===== src/sv/utf8sc_pkg.sv =====
package utf8sc_pkg;

  localparam int CAP_W = 16;
  localparam logic [CAP_W-1:0] CAP_RESET = CAP_W'(256);

  localparam logic [20:0] MAX_CODEPOINT = 21'h10FFFF;

  localparam logic [7:0] CONT_MASK  = 8'hC0;
  localparam logic [7:0] CONT_MARK  = 8'h80;
  localparam logic [7:0] LOW6_MASK  = 8'h3F;
  localparam logic [7:0] LEAD2_BITS = 8'h1F;
  localparam logic [7:0] LEAD3_BITS = 8'h0F;
  localparam logic [7:0] LEAD4_BITS = 8'h07;
  localparam logic [7:0] LEAD2_MASK = 8'hE0;
  localparam logic [7:0] LEAD3_MASK = 8'hF0;
  localparam logic [7:0] LEAD4_MASK = 8'hF8;
  localparam logic [7:0] LEAD2_MARK = 8'hC0;
  localparam logic [7:0] LEAD3_MARK = 8'hE0;
  localparam logic [7:0] LEAD4_MARK = 8'hF0;

  // bytes produced by one source byte: up to four encoded bytes, then the terminator
  typedef struct packed {
    logic [3:0][7:0] bytes;
    logic [2:0]      cnt;
    logic            term;
  } grp_t;

endpackage


===== src/sv/utf8_sanitizing_copy.sv =====
// channel   | dir | tdata            | tlast          | tuser
// ----------+-----+------------------+----------------+------
// s_axis    | in  | [7:0] src_byte   | end_of_source  | -
// m_axis    | out | [7:0] out_byte   | is_last        | -
// cfg       | in  | cfg_wdata = dest_capacity, written when cfg_we is high
//
// a source beat is taken in any cycle the result register is empty or sends its final beat
// each source beat yields 0 to 5 output beats, sent one per cycle while m_tready is high, from the next cycle on
// a source beat that yields output beats holds the input until the last of them is sent
// rst is synchronous: capacity returns to 256 and the string state clears
// output stalls hold the result register and the input behind it
module utf8_sanitizing_copy (
  input  logic                          clk,
  input  logic                          rst,
  input  logic                          s_tvalid,
  output logic                          s_tready,
  input  logic [7:0]                    s_tdata,   // [7:0] src_byte
  input  logic                          s_tlast,
  output logic                          m_tvalid,
  input  logic                          m_tready,
  output logic [7:0]                    m_tdata,   // [7:0] out_byte
  output logic                          m_tlast,
  input  logic                          cfg_we,
  input  logic [utf8sc_pkg::CAP_W-1:0]  cfg_wdata
);
  import utf8sc_pkg::*;

  logic fire;
  logic load;
  grp_t grp;

  assign fire = s_tvalid && s_tready;
  // only beats that produce output occupy the result register
  assign load = fire && (grp.cnt != 3'd0 || grp.term);

  utf8sc_decode u_decode (
    .clk       (clk),
    .rst       (rst),
    .cfg_we    (cfg_we),
    .cfg_wdata (cfg_wdata),
    .fire      (fire),
    .src_byte  (s_tdata),
    .eos       (s_tlast),
    .grp       (grp)
  );

  utf8sc_emit u_emit (
    .clk      (clk),
    .rst      (rst),
    .load     (load),
    .grp      (grp),
    .in_ready (s_tready),
    .m_tvalid (m_tvalid),
    .m_tready (m_tready),
    .m_tdata  (m_tdata),
    .m_tlast  (m_tlast)
  );

endmodule


===== src/sv/utf8sc_decode.sv =====
module utf8sc_decode (
  input  logic                      clk,
  input  logic                      rst,
  input  logic                      cfg_we,
  input  logic [utf8sc_pkg::CAP_W-1:0] cfg_wdata,
  input  logic                      fire,
  input  logic [7:0]                src_byte,
  input  logic                      eos,
  output utf8sc_pkg::grp_t          grp
);
  import utf8sc_pkg::*;

  logic [CAP_W-1:0] capacity;
  logic [20:0]      acc, acc_next;
  logic [2:0]       slen, slen_next;
  logic [2:0]       got, got_next;
  logic [CAP_W-1:0] wcount, wcount_next;
  logic             stopped, stopped_next;

  logic [2:0]       len;
  logic [20:0]      cp;
  logic [2:0]       cp_len;
  logic [3:0][7:0]  enc;
  logic             fail;

  function automatic logic [2:0] lead_len(input logic [7:0] b);
    priority if (b[7] == 1'b0)                 lead_len = 3'd1;
    else if ((b & LEAD2_MASK) == LEAD2_MARK)   lead_len = 3'd2;
    else if ((b & LEAD3_MASK) == LEAD3_MARK)   lead_len = 3'd3;
    else if ((b & LEAD4_MASK) == LEAD4_MARK)   lead_len = 3'd4;
    else                                       lead_len = 3'd0;
  endfunction

  assign len = lead_len(src_byte);

  always_ff @(posedge clk) begin
    if (rst) begin
      capacity <= CAP_RESET;
    end else if (cfg_we) begin
      capacity <= cfg_wdata;
    end
  end

  always_ff @(posedge clk) begin
    if (rst) begin
      acc     <= '0;
      slen    <= '0;
      got     <= '0;
      wcount  <= '0;
      stopped <= 1'b0;
    end else if (fire) begin
      acc     <= acc_next;
      slen    <= slen_next;
      got     <= got_next;
      wcount  <= wcount_next;
      stopped <= stopped_next;
    end
  end

  // codepoint gathered with this beat
  always_comb begin
    if (slen == 3'd0) begin
      unique case (len)
        3'd1:    cp = {13'd0, src_byte};
        3'd2:    cp = {13'd0, src_byte & LEAD2_BITS};
        3'd3:    cp = {13'd0, src_byte & LEAD3_BITS};
        default: cp = {13'd0, src_byte & LEAD4_BITS};
      endcase
    end else begin
      cp = {acc[14:0], src_byte[5:0]};
    end
  end

  // shortest encoding of the collected codepoint
  always_comb begin
    enc = '0;
    priority if (cp < 21'h80) begin
      cp_len = 3'd1;
      enc[0] = {1'b0, cp[6:0]};
    end else if (cp < 21'h800) begin
      cp_len = 3'd2;
      enc[0] = {3'b110, cp[10:6]};
      enc[1] = {2'b10, cp[5:0]};
    end else if (cp < 21'h10000) begin
      cp_len = 3'd3;
      enc[0] = {4'b1110, cp[15:12]};
      enc[1] = {2'b10, cp[11:6]};
      enc[2] = {2'b10, cp[5:0]};
    end else begin
      cp_len = 3'd4;
      enc[0] = {5'b11110, cp[20:18]};
      enc[1] = {2'b10, cp[17:12]};
      enc[2] = {2'b10, cp[11:6]};
      enc[3] = {2'b10, cp[5:0]};
    end
  end

  always_comb begin
    acc_next     = acc;
    slen_next    = slen;
    got_next     = got;
    wcount_next  = wcount;
    stopped_next = stopped;
    fail         = 1'b0;
    grp          = '0;

    if (stopped) begin
      if (eos) begin
        acc_next     = '0;
        slen_next    = '0;
        got_next     = '0;
        wcount_next  = '0;
        stopped_next = 1'b0;
      end
    end else begin
      if (slen == 3'd0) begin
        if (len == 3'd0) begin
          fail = 1'b1;
        end else begin
          slen_next = len;
          got_next  = 3'd1;
          acc_next  = cp;
        end
      end else if ((src_byte & CONT_MASK) != CONT_MARK) begin
        fail = 1'b1;
      end else begin
        acc_next = cp;
        got_next = got + 3'd1;
      end

      if (!fail) begin
        if (got_next < slen_next) begin
          // incomplete sequence; cut off if the source ends here
          fail = eos;
        end else if (cp == '0 || cp > MAX_CODEPOINT) begin
          fail = 1'b1;
        end else if ({1'b0, capacity} <= ({1'b0, wcount} + (CAP_W+1)'(slen_next))) begin
          fail = 1'b1;
        end else begin
          grp.bytes   = enc;
          grp.cnt     = cp_len;
          wcount_next = wcount + CAP_W'(cp_len);
          acc_next    = '0;
          slen_next   = '0;
          got_next    = '0;
          fail        = eos;
        end
      end

      if (fail) begin
        grp.term     = 1'b1;
        acc_next     = '0;
        slen_next    = '0;
        got_next     = '0;
        wcount_next  = '0;
        stopped_next = !eos;
      end
    end
  end

endmodule


===== src/sv/utf8sc_emit.sv =====
module utf8sc_emit (
  input  logic             clk,
  input  logic             rst,
  input  logic             load,
  input  utf8sc_pkg::grp_t grp,
  output logic             in_ready,
  output logic             m_tvalid,
  input  logic             m_tready,
  output logic [7:0]       m_tdata,
  output logic             m_tlast
);
  import utf8sc_pkg::*;

  grp_t       grp_q;
  logic       full;
  logic [2:0] idx;
  logic [2:0] total;
  logic       last_beat;
  logic       pop;

  assign total     = grp_q.cnt + {2'b00, grp_q.term};
  assign last_beat = (idx == total - 3'd1);
  assign pop       = full && m_tready && last_beat;
  assign in_ready  = !full || pop;

  assign m_tvalid = full;
  assign m_tdata  = (idx < grp_q.cnt) ? grp_q.bytes[idx[1:0]] : 8'h00;
  assign m_tlast  = grp_q.term && last_beat;

  always_ff @(posedge clk) begin
    if (load) begin
      grp_q <= grp;
    end
  end

  always_ff @(posedge clk) begin
    if (rst) begin
      full <= 1'b0;
      idx  <= '0;
    end else if (load) begin
      full <= 1'b1;
      idx  <= '0;
    end else if (full && m_tready) begin
      if (last_beat) begin
        full <= 1'b0;
      end else begin
        idx <= idx + 3'd1;
      end
    end
  end

endmodule


===== config.mk =====
export PLATFORM = sky130hd
export DESIGN_NAME = utf8_sanitizing_copy
export DESIGN_NICKNAME = d
export VERILOG_FILES = /design/src/sv/utf8sc_pkg.sv /design/src/sv/utf8_sanitizing_copy.sv /design/src/sv/utf8sc_decode.sv /design/src/sv/utf8sc_emit.sv
export SDC_FILE = /design/constraint.sdc
export NUM_CORES = 1
export LEC_CHECK = 0
export BUFFER_PORTS_ARGS = -buffer_cell sky130_fd_sc_hd__buf_4
export CAP_MARGIN = 15
export CORE_ASPECT_RATIO = 0.75
export CORE_UTILIZATION = 30
export CTS_CLUSTER_DIAMETER = 120
export DETAILED_ROUTE_END_ITERATION = 7
export GPL_ROUTABILITY_DRIVEN = 0
export SLEW_MARGIN = 20
export SYNTH_ARGS = -nofsm -noshare
export SYNTH_HDL_FRONTEND = slang
export SYNTH_HIERARCHICAL = 1
export SYNTH_SLANG_ARGS = --single-unit

===== constraint.sdc =====
create_clock -name clk -period 7.9 [get_ports clk]
set_input_delay 0.395 -clock clk [delete_from_list [all_inputs] [get_ports clk]]
set_output_delay 0.395 -clock clk [all_outputs]
set_load 0.02 [all_outputs]

After elaboration in Yosys (flattened, before gate mapping)
Index checks and enable logic that the tools add are counted.

Add/subtract/negate cells: 6. $lt $le $gt $ge: 8. Equality and inequality tests: 13. Mux-type cells: 74. Bitwise gates (word level): 1. Reduce and logical (&&, ||, !) cells: 25.

Operators with widths (count): 21-bit 2-to-1 mux (11); 16-bit 2-to-1 mux (8); 3-bit 2-to-1 mux (31); 8-bit 2-to-1 mux (3); 8-bit one-hot mux with 3 select lines (1); 22-bit 2-to-1 mux (1); 21-bit > comparator, second input constant (1); 21-bit logical NOT (1); 21-bit by 12-bit less-than comparator with 1-bit output, second input constant (1); 21-bit by 17-bit less-than comparator with 1-bit output, second input constant (1); 21-bit by 8-bit less-than comparator with 1-bit output, second input constant (1); 16-bit by 3-bit adder with 17-bit output (1); 16-bit by 17-bit <= comparator with 1-bit output (1); 16-bit by 3-bit adder with 16-bit output (1); 8-bit binary-select mux with 2-bit select (1); 1-bit 2-to-1 mux (16); 3-bit by 2-bit inequality test with 1-bit output, second input constant (4); 8-bit OR reduction (1); 7-bit 2-to-1 mux (1); 7-bit OR reduction (1); 3-bit by 1-bit adder with 3-bit output, second input constant (2); 3-bit by 2-bit == test with 1-bit output, second input constant (2); 3-bit logical NOT (2); 3-bit less-than comparator (2); other kinds (21) (32).

Bits in registers: 100. Input bits: 30. Output and inout bits: 11. Logic and storage cells: 144.

Longest topological paths before layout
Gate-level depths: netlist (run 1).

Word-level depth: 23. Mapped depth: 24.

Hierarchy
Netlist (run 1), hierarchy kept.

By module, submodules not included: utf8sc_decode (times used 1, cells an instance 521, area each 3990.1 µm², sequential area each 1081.0 µm²); utf8sc_emit (times used 1, cells an instance 104, area each 1730.4 µm², sequential area each 1161.1 µm²); utf8_sanitizing_copy (times used 1, cells an instance 2, area each 17.5 µm², sequential area each 0.0 µm²).

Least setup slack after synthesis (run 1)
OpenSTA, ideal clock, no wires.

Path type: register to register. Start point: reg u_decode.slen[0]. End point: reg u_emit.idx[0]. Setup time: 0.072 ns. Arrival: 5.523 ns. Required time: 7.828 ns. Setup slack: 2.306 ns. Cell stages (with the launch flop): 21. Period minus slack after synthesis: 5.594 ns. Cells stage by stage: dfxtp_1 -> or3_1 -> buf_2 -> o21bai_1 -> ha_1 -> inv_1 -> fa_1 -> nor2b_1 -> o2111ai_1 -> nor3_1 -> xnor2_1 -> ha_1 -> a2111o_1 -> a221oi_1 -> o221ai_1 -> o2111a_2 -> nand3_1 -> nor2_1 -> o41a_1 -> or3_1 -> mux2i_1.

RTL lines: from (decl) (line utf8sc_decode.sv:15) `logic [2:0] slen, slen_next;`; from (signal assigned) (line utf8sc_decode.sv:53) `slen <= slen_next;`; to (signal assigned) (line utf8sc_emit.sv:47) `idx <= idx + 3'd1;`; to (decl) (line utf8sc_emit.sv:16) `logic [2:0] idx;`.

==> results of run 1 <==
## registers in the layout, indices dropped and copies added (netlist names)
name               cells
u_decode/acc          15
u_decode/capacity     16
u_decode/got           3
u_decode/slen          3
u_decode/stopped       1
u_decode/wcount       16
u_emit/grp_q          36
u_emit/idx             3
u_emit/m_tvalid        1
## critical path: stages (launching register included)
cell	delay, ns
dfxtp_1	0.39
or3_1	0.72
o21bai_1	0.32
ha_1	0.20
inv_1	0.05
fa_1	0.39
nor2b_1	0.20
o2111ai_1	0.20
nor3_1	0.29
xnor2_1	0.17
ha_1	0.28
a2111o_1	0.41
a221oi_1	0.20
o221ai_1	0.16
o2111a_2	0.31
nand3_1	0.29
nor2_1	0.13
o41a_2	0.87
or3_1	0.47
mux2i_1	0.12
## kinds of logic after synthesis
group | Yosys count | synth area share [%]
AND/OR/NAND/NOR | 236 | 20.0
AO/OA/AOI/OAI | 141 | 17.1
flip-flops | 94 | 39.1
buffers and inverters | 67 | 5.34
adder cells (fa/ha/maj) | 33 | 7.46
XOR/XNOR | 28 | 4.51
multiplexers | 27 | 6.45
other | 1 | 0.0654
## path summary, 6_finish.rpt
path                          endpoint            startpoint  cells past startpoint  slack [ns]
setup / recovery         u_emit/idx[0]      u_decode/slen[0]                     19        1.63
hold / removal    u_decode/capacity[8]          cfg_wdata[8]                      2        0.26
setup reg to reg         u_emit/idx[0]      u_decode/slen[0]                     19        1.63
hold reg to reg   u_decode/capacity[0]  u_decode/capacity[0]                      2        0.50
## stage by stage
step | hold slack [ns] | instances | setup slack [ns] | power (W) | area [um2]
final | 0.258 | 897 | 1.63 | 0.00119 | 6470
after global routing | 0.258 | 897 | 1.12 | 0.00124 | 6470
after CTS | 0.245 | 897 | 1.64 | 0.00120 | 6470
after detailed placement | 0.488 | 881 | 1.66 | 0.000775 | 6180
after global placement | 0.478 | 881 | 1.80 | 0.000774 | 6180
after floorplan | 0.454 | 629 | 2.31 | 0.000708 | 5750
## cells in the mapped netlist (4+ instances only)
cell      number
dfxtp_1       58
and3_1         4
mux2i_1       19
clkbuf_1      21
ha_1          31
nand3_1       21
a21o_1         7
mux4_2         8
inv_1         28
nor2b_1        5
nor4_1         8
and2_1         6
nor3_2         8
nor3_1         9
buf_4          7
xor2_1        12
buf_2          5
o21a_1         4
a21oi_1       31
a31oi_1        8
a22oi_1       19
nor2_1        90
edfxtp_1      36
o211ai_1       5
a211oi_1      23
xnor2_1       15
o21ai_0       13
nand2b_1       6
nand4_1        9
nand2_1       52
## per-layer routing
layer | global-route usage, % | vias to the layer above | part of all wire, %
met4 | 3.01 | 0 | 0.75
met5 | 0 | - | 0
met1 | 22.8 | 2183 | 53
met2 | 21.4 | 137 | 40
li1 | - | 2325 | -
met3 | 3.88 | 9 | 6.0
## power groups by stage
| stage | registers (W) | clock network, W | logic, W |
|---|---|---|---|
| floorplan | 0.000559 | 0 | 0.000149 |
| global placement | 0.000565 | 0 | 0.000209 |
| detailed placement | 0.000565 | 0 | 0.000210 |
| CTS | 0.000554 | 0.000434 | 0.000211 |
| global route | 0.000557 | 0.000455 | 0.000232 |
| finish | 0.000554 | 0.000422 | 0.000211 |
## layout make-up
cell class                 count  area (um2)  area share, %
clock buffer                   9         225           3.48
clock inverter                 7        61.3          0.947
inverter                      28         105           1.62
multi-input combinational    468        3200           49.4
sequential                    94        2240           34.6
tap                          247         309           4.78
timing repair buffer          44         330           5.10
==> results.md, run 1 <==
* Status: finished clean
* # Post-CTS Setup Buffers at 0
* RSZ-0062 raised after global routing: false
* Die ar. at a little under 20,000 um2
* Switch share at between 20 and 30%
* Total congestion overflow at 0
* Number of vias per cell at between 5 and 6
* Part of the Yosys area used for sequential elements at 39.1%
* Most used flip-flop cell after synthesis: dfxtp_1
* Power Dens Cells at between 150 and 200 nW/um2
* Vias in the first global route at about 4,300
* TNS Setup at 0 ns
* EDFF count, synth at 36
* Area growth syn-to-layout at 12.8%
* Num rows at 43
* Final setup fails at 0
* Commonest non-fill, non-tap cell in the layout: nor2_1
* Die Wd at roughly 160 um
* Fill cell count at roughly 2,000
* TritonCTS clock tree: built
* Maximum clock path buffer count at 2
* Core Region at between 15,000 and 20,000 um2
* Ys Warns at 6
* # DRC at 0
* WP data required at 8.19 ns
* Pre-antenna DRT Iters at 4
* Leakage dissipation at ~2.4 nW
* Hold Path Class: in2reg
* Initial core utilization at roughly 30%
* Worst Path Max Fanout at 41
* Clock Power Share at a little over a third
* Final Slew Violations at 0
* Crit path capture type: flip-flop
* Port buffer count at 40
* Max Cap Viol at 0
* DRT iter0 DRCs at roughly 450
* Largest net degree at the start of global routing at 60
* Max_slew headroom at between 40% and 50%
* Arrival time worst endpoint at roughly 6.6 ns
* Drt total wl at 14,300 um
* Layout cells sized above 1 at approximately an eighth
* Commonest non-fill, non-tap cells in the layout: 90 x nor2_1, 58 x dfxtp_1, 52 x nand2_1
* Die height at roughly 120 um
* VDD IR max at roughly 0.00011 V
* Post-DP HPWL at approximately 10,000 um
* # IOs at 41
* Worst-Margin Slew at approximately 0.86 ns
* Synthesized area at 5740 um2
* TritonCTS Buffers at 9
* Clk sinks at between 90 and 100
* Min Tclk post-route at approximately 6.3 ns
* CTS clk-pin slew, worst paths at 0.07 ns
* Worst Setup Start Kind: flip-flop
* Asr flop ratio synth at 0%
* Fin crit share at 79.4%
* Clock Skew at 0.00917 ns
* Cells after Synth at approximately 630
* Initial antenna violation count at 0
* CTS resizes at 0
* WL/cell at between 15 and 20 um
* Finished Core Util at a little over a third
* Final nets at slightly above 700
* Clock insertion delay at the later pin of the skew report at roughly 0.36 ns
* First-pass GRT wire length at roughly 23,000 um
* Total track usage at ~15%
* H-tree depth at 3
* Crit Path Category: reg2reg
* Synth unique cells at 68
* Post-synth top area cell: dfxtp_1
* CTS Root Buffer Type: clkbuf_16
* Routed Antenna Nets at 0
* Yosys top cell area share at between 20% and 30%
* Syn Area/Cell at between 9 and 10 um2
* Synth Register Bits at 94
* Hold bufs inserted after CTS at 0
* Via count at 4,654
* P_int at approximately 0.00084 W
* Top cells by area, synth: dfxtp_1 20%, edfxtp_1 19%, ha_1 6.8%
* P_sw at about 0.00035 W
* Diodes inserted at 0
* Sequential power share at 46.7%
* Hold Violations, Final at 0
* Max Fclk at around 160 MHz
* Combinational fraction of design power at ~18%
Note: power is estimated with default switching activity, not from simulation.
==> inputs of run 2 (changes only) <==
ABC_AREA = 1   (was unset)
clock period = 5.1 ns   (was 7.9 ns; I/O delays follow)
==> results.md, run 2 <==
* Status: finished clean (unchanged)
* Initial core utilization at 31.1% (was 30.8%)
* CTS Root Buffer Type: clkbuf_16 (unchanged)
* Num rows at 45 (was 43)
* Hold Path Class: in2reg (unchanged)
* Fin crit share at 89.4% (was 79.4%)
* Arrival time worst endpoint at 4.63 ns (was 6.56 ns)
* TritonCTS Buffers at 9 (unchanged)
* Simple-Gate Fraction of Synth Area at 29.8% (was 20.0%)
* Cells after Synth at 863 (was 627)
* Most used flip-flop cell after synthesis: dfxtp_1 (unchanged)
* Top cells by area, synth: dfxtp_1 18%, edfxtp_1 17%, nand2_1 11% (was dfxtp_1 20%, edfxtp_1 19%, ha_1 6.8%)
* Power Dens Cells at 296 nW/um2 (was 183 nW/um2)
* TritonCTS clock tree: built (unchanged)
* Post-synth top area cell: dfxtp_1 (unchanged)
* TNS Setup at 0 ns (unchanged)
* Yosys top cell area share at 18.1% (was 20.2%)
* Most frequent cells after synthesis: 180 x nand2_1, 111 x nor2_1, 85 x inv_1, 64 x a21oi_1, 58 x dfxtp_1 (was 90 x nor2_1, 58 x dfxtp_1, 52 x nand2_1, 36 x edfxtp_1)
* Synth Register Bits at 94 (unchanged)
* Most frequent cell after synthesis: nand2_1 (was nor2_1)
* Syn Area/Cell at 7.42 um2 (was 9.15 um2)
* Hold Violations, Final at 0 (unchanged)
* Routed Antenna Nets at 0 (unchanged)
* Max_slew headroom at 32.6% (was 42.7%)
* Vias in the first global route at 5,239 (was 4,251)
* Pre-antenna DRT Iters at 5 (was 4)
* Via count at 5,635 (was 4,654)
* Mux cell area share after synthesis at 0% (was 6.45%)
* # DRC at 0 (unchanged)
* Synth unique cells at 51 (was 68)
* WHS Path Cells at 3 (was 2)
* Die height at 129 um (was 122 um)
* DRT iter0 DRCs at 669 (was 445)
* Maximum clock path buffer count at 2 (unchanged)
* RSZ-0062 raised after global routing: false (unchanged)
* Crit-path slowest cell: fa_1 (was o41a_2)
* # IOs at 41 (unchanged)
* Clock insertion delay at the later pin of the skew report at 0.36 ns (about the same)
* Biggest regs: u_emit/grp_q x36, u_decode/capacity x16, u_decode/wcount x16 (unchanged)
* Number of vias per cell at 4.79 (was 5.19)
* Port buffer count at 40 (unchanged)
* Cells on worst reg2reg path at 28 (was 19)
* Core Region at 20,600 um2 (was 18,600 um2)
* Initial antenna violation count at 0 (unchanged)
* Finished Layout Cells at 1,177 (was 897)
* Critical Path Stages at 28 (was 19)
* Post-synthesis xor/xnor area fraction at 3.40% (was 4.51%)
* Synth Area in Compound Gates at 15.5% (was 17.1%)
* Drt total wl at 17,200 um (was 14,300 um)
* Leakage dissipation at 2.95 nW (was 2.36 nW)
* Crit path capture type: flip-flop (unchanged)
* Layout cells sized above 1 at 15.5% (was 13.2%)
* Worst Setup Start Kind: flip-flop (unchanged)
* Design area at 7280 um2 (was 6470 um2)
* Placed cells at 1,158 (was 881)
* Main combinational cell family by area after synthesis: simple AND/OR/NAND/NOR gates (unchanged)
* Fill cell count at 2,210 (was 1,952)
* Clk sinks at 94 (unchanged)
* CP delay by family, top: simple AND/OR/NAND/NOR gates (was compound AO/OA/AOI/OAI gates)
* H-tree depth at 3 (unchanged)
* Worst Path Max Fanout at 19 (was 41)
* WL/cell at 14.6 um (was 16.0 um)
* Max Fclk at 219 MHz (was 159 MHz)
* CP bufs+invs at 3 (was 1)
* Top reg by flops: u_emit/grp_q (unchanged)
* Clock Skew at 0.00794 ns (was 0.00917 ns)
* Ys Warns at 6 (unchanged)
* Commonest non-fill, non-tap cells in the layout: 180 x nand2_1, 107 x nor2_1, 85 x inv_1 (was 90 x nor2_1, 58 x dfxtp_1, 52 x nand2_1)
* Cell mode on critical path: nand2_1
* VDD IR max at 0.000173 V (was 0.000114 V)
* Max Cap Viol at 0 (unchanged)
* Max reg flops at 36 (unchanged)
* Worst-Margin Slew at 1.01 ns (was 0.859 ns)
* Post-DP HPWL at 12,800 um (was 10,500 um)
* Largest net degree at the start of global routing at 39 (was 60)
* Part of the Yosys area used for sequential elements at 35.0% (was 39.1%)
* Die Wd at 171 um (was 162 um)
* Slowest stage delay, CP at 0.44 ns (was 0.87 ns)
* Diodes inserted at 0 (unchanged)
* Post-Synth Adder-Cell Area at 6.68% (was 7.46%)
* Die ar. at 22,000 um2 (was 19,700 um2)
* EDFF count, synth at 36 (unchanged)
* Final Slew Violations at 0 (unchanged)
* Total congestion overflow at 0 (unchanged)
* Area growth syn-to-layout at 13.6% (was 12.8%)
* Asr flop ratio synth at 0% (unchanged)
* Min Tclk post-route at 4.56 ns (was 6.27 ns)
* CTS clk-pin slew, worst paths at 0.07 ns (about the same)
* First-pass GRT wire length at 28,100 um (was 23,100 um)
* Total track usage at 16.4% (was 15.1%)
* Final setup fails at 0 (unchanged)
* Crit Path Category: reg2reg (unchanged)
* Final nets at 953 (was 708)
* Placed Area at 6920 um2 (was 6180 um2)
* WP data required at 5.17 ns (was 8.19 ns)
* Commonest non-fill, non-tap cell in the layout: nand2_1 (was nor2_1)
* Synthesized area at 6410 um2 (was 5740 um2)
## run 2: changes by cell type after synthesis, sizes merged, moves of 19 or more
cell,change
nand3,+29
o21ai,+45
mux2i,-19
inv,+67
nand2,+145
nor2,+36
a21oi,+43
## run 2: metal layers
| layer | track usage (%) | part of all wire [%] |
|---|---|---|
| met5 | 0 | 0 |
| met4 | 4.08 | 1.2 |
| met3 | 3.94 | 7.5 |
| met1 | 25.6 | 54 |
| met2 | 21.9 | 38 |
## run 2: logic make-up after synthesis
family	count (synthesis)
buffers and inverters	136
and+or+nand+nor	407
adders and majority gates	33
other	1
DFF	94
xor gates and xnor gates	24
AOI/OAI and AO/OA	168
## run 2: path summary, 6_finish.rpt
check	startpoint	end	slack (ns)
worst max-delay path	u_decode/slen[0]	u_emit/grp_q[16]	0.54
worst min-delay path	cfg_wdata[8]	u_decode/capacity[8]	0.11
worst max register to register	u_decode/slen[0]	u_emit/grp_q[16]	0.54
worst min register to register	u_decode/slen[2]	u_decode/slen[2]	0.47
## run 2: through the flow
| stage | worst slack [ns] | utilization [%] | total power (W) | hold WS (ns) |
|---|---|---|---|---|
| after CTS | 0.316 | 35.0 | 0.00216 | 0.100 |
| after global routing | 0.0106 | 35.3 | 0.00228 | 0.115 |
| after floorplan | 0.0629 | - | 0.00132 | 0.324 |
| after global placement | 0.317 | 33.6 | 0.00147 | 0.456 |
| final | 0.541 | 35.3 | 0.00216 | 0.111 |
| after detailed placement | 0.183 | 33.6 | 0.00148 | 0.454 |
## run 2: worst min-delay path, delay by kind of cell
family	cells	cell delay, ns
buffers and inverters	1	0.08
and+or+nand+nor	2	0.11
## run 2: timing repair
action | CTS | global route
hold buffers | 0 | 0
setup endpoints to repair | 0 | 40
buffers inserted | 0 | 2
resized for setup | 0 | 7
## run 2: where the power goes
part	internal [W]	switching (W)	total, W
combinational	0.000202	0.000379	0.000581
sequential	0.000856	0.0000451	0.000901
clock	0.000343	0.000331	0.000674
total	0.00140	0.000755	0.00216
## run 2: final cells by class
cell class / count / area (um2) / share of cell area [%]
multi-input cells: 635 / 3600 / 49.5
well taps: 282 / 353 / 4.85
clock inverters: 7 / 62.6 / 0.860
inverters: 99 / 380 / 5.23
flip-flops and latches: 94 / 2240 / 30.8
clock buffers: 9 / 225 / 3.09
repair buffers: 51 / 413 / 5.67
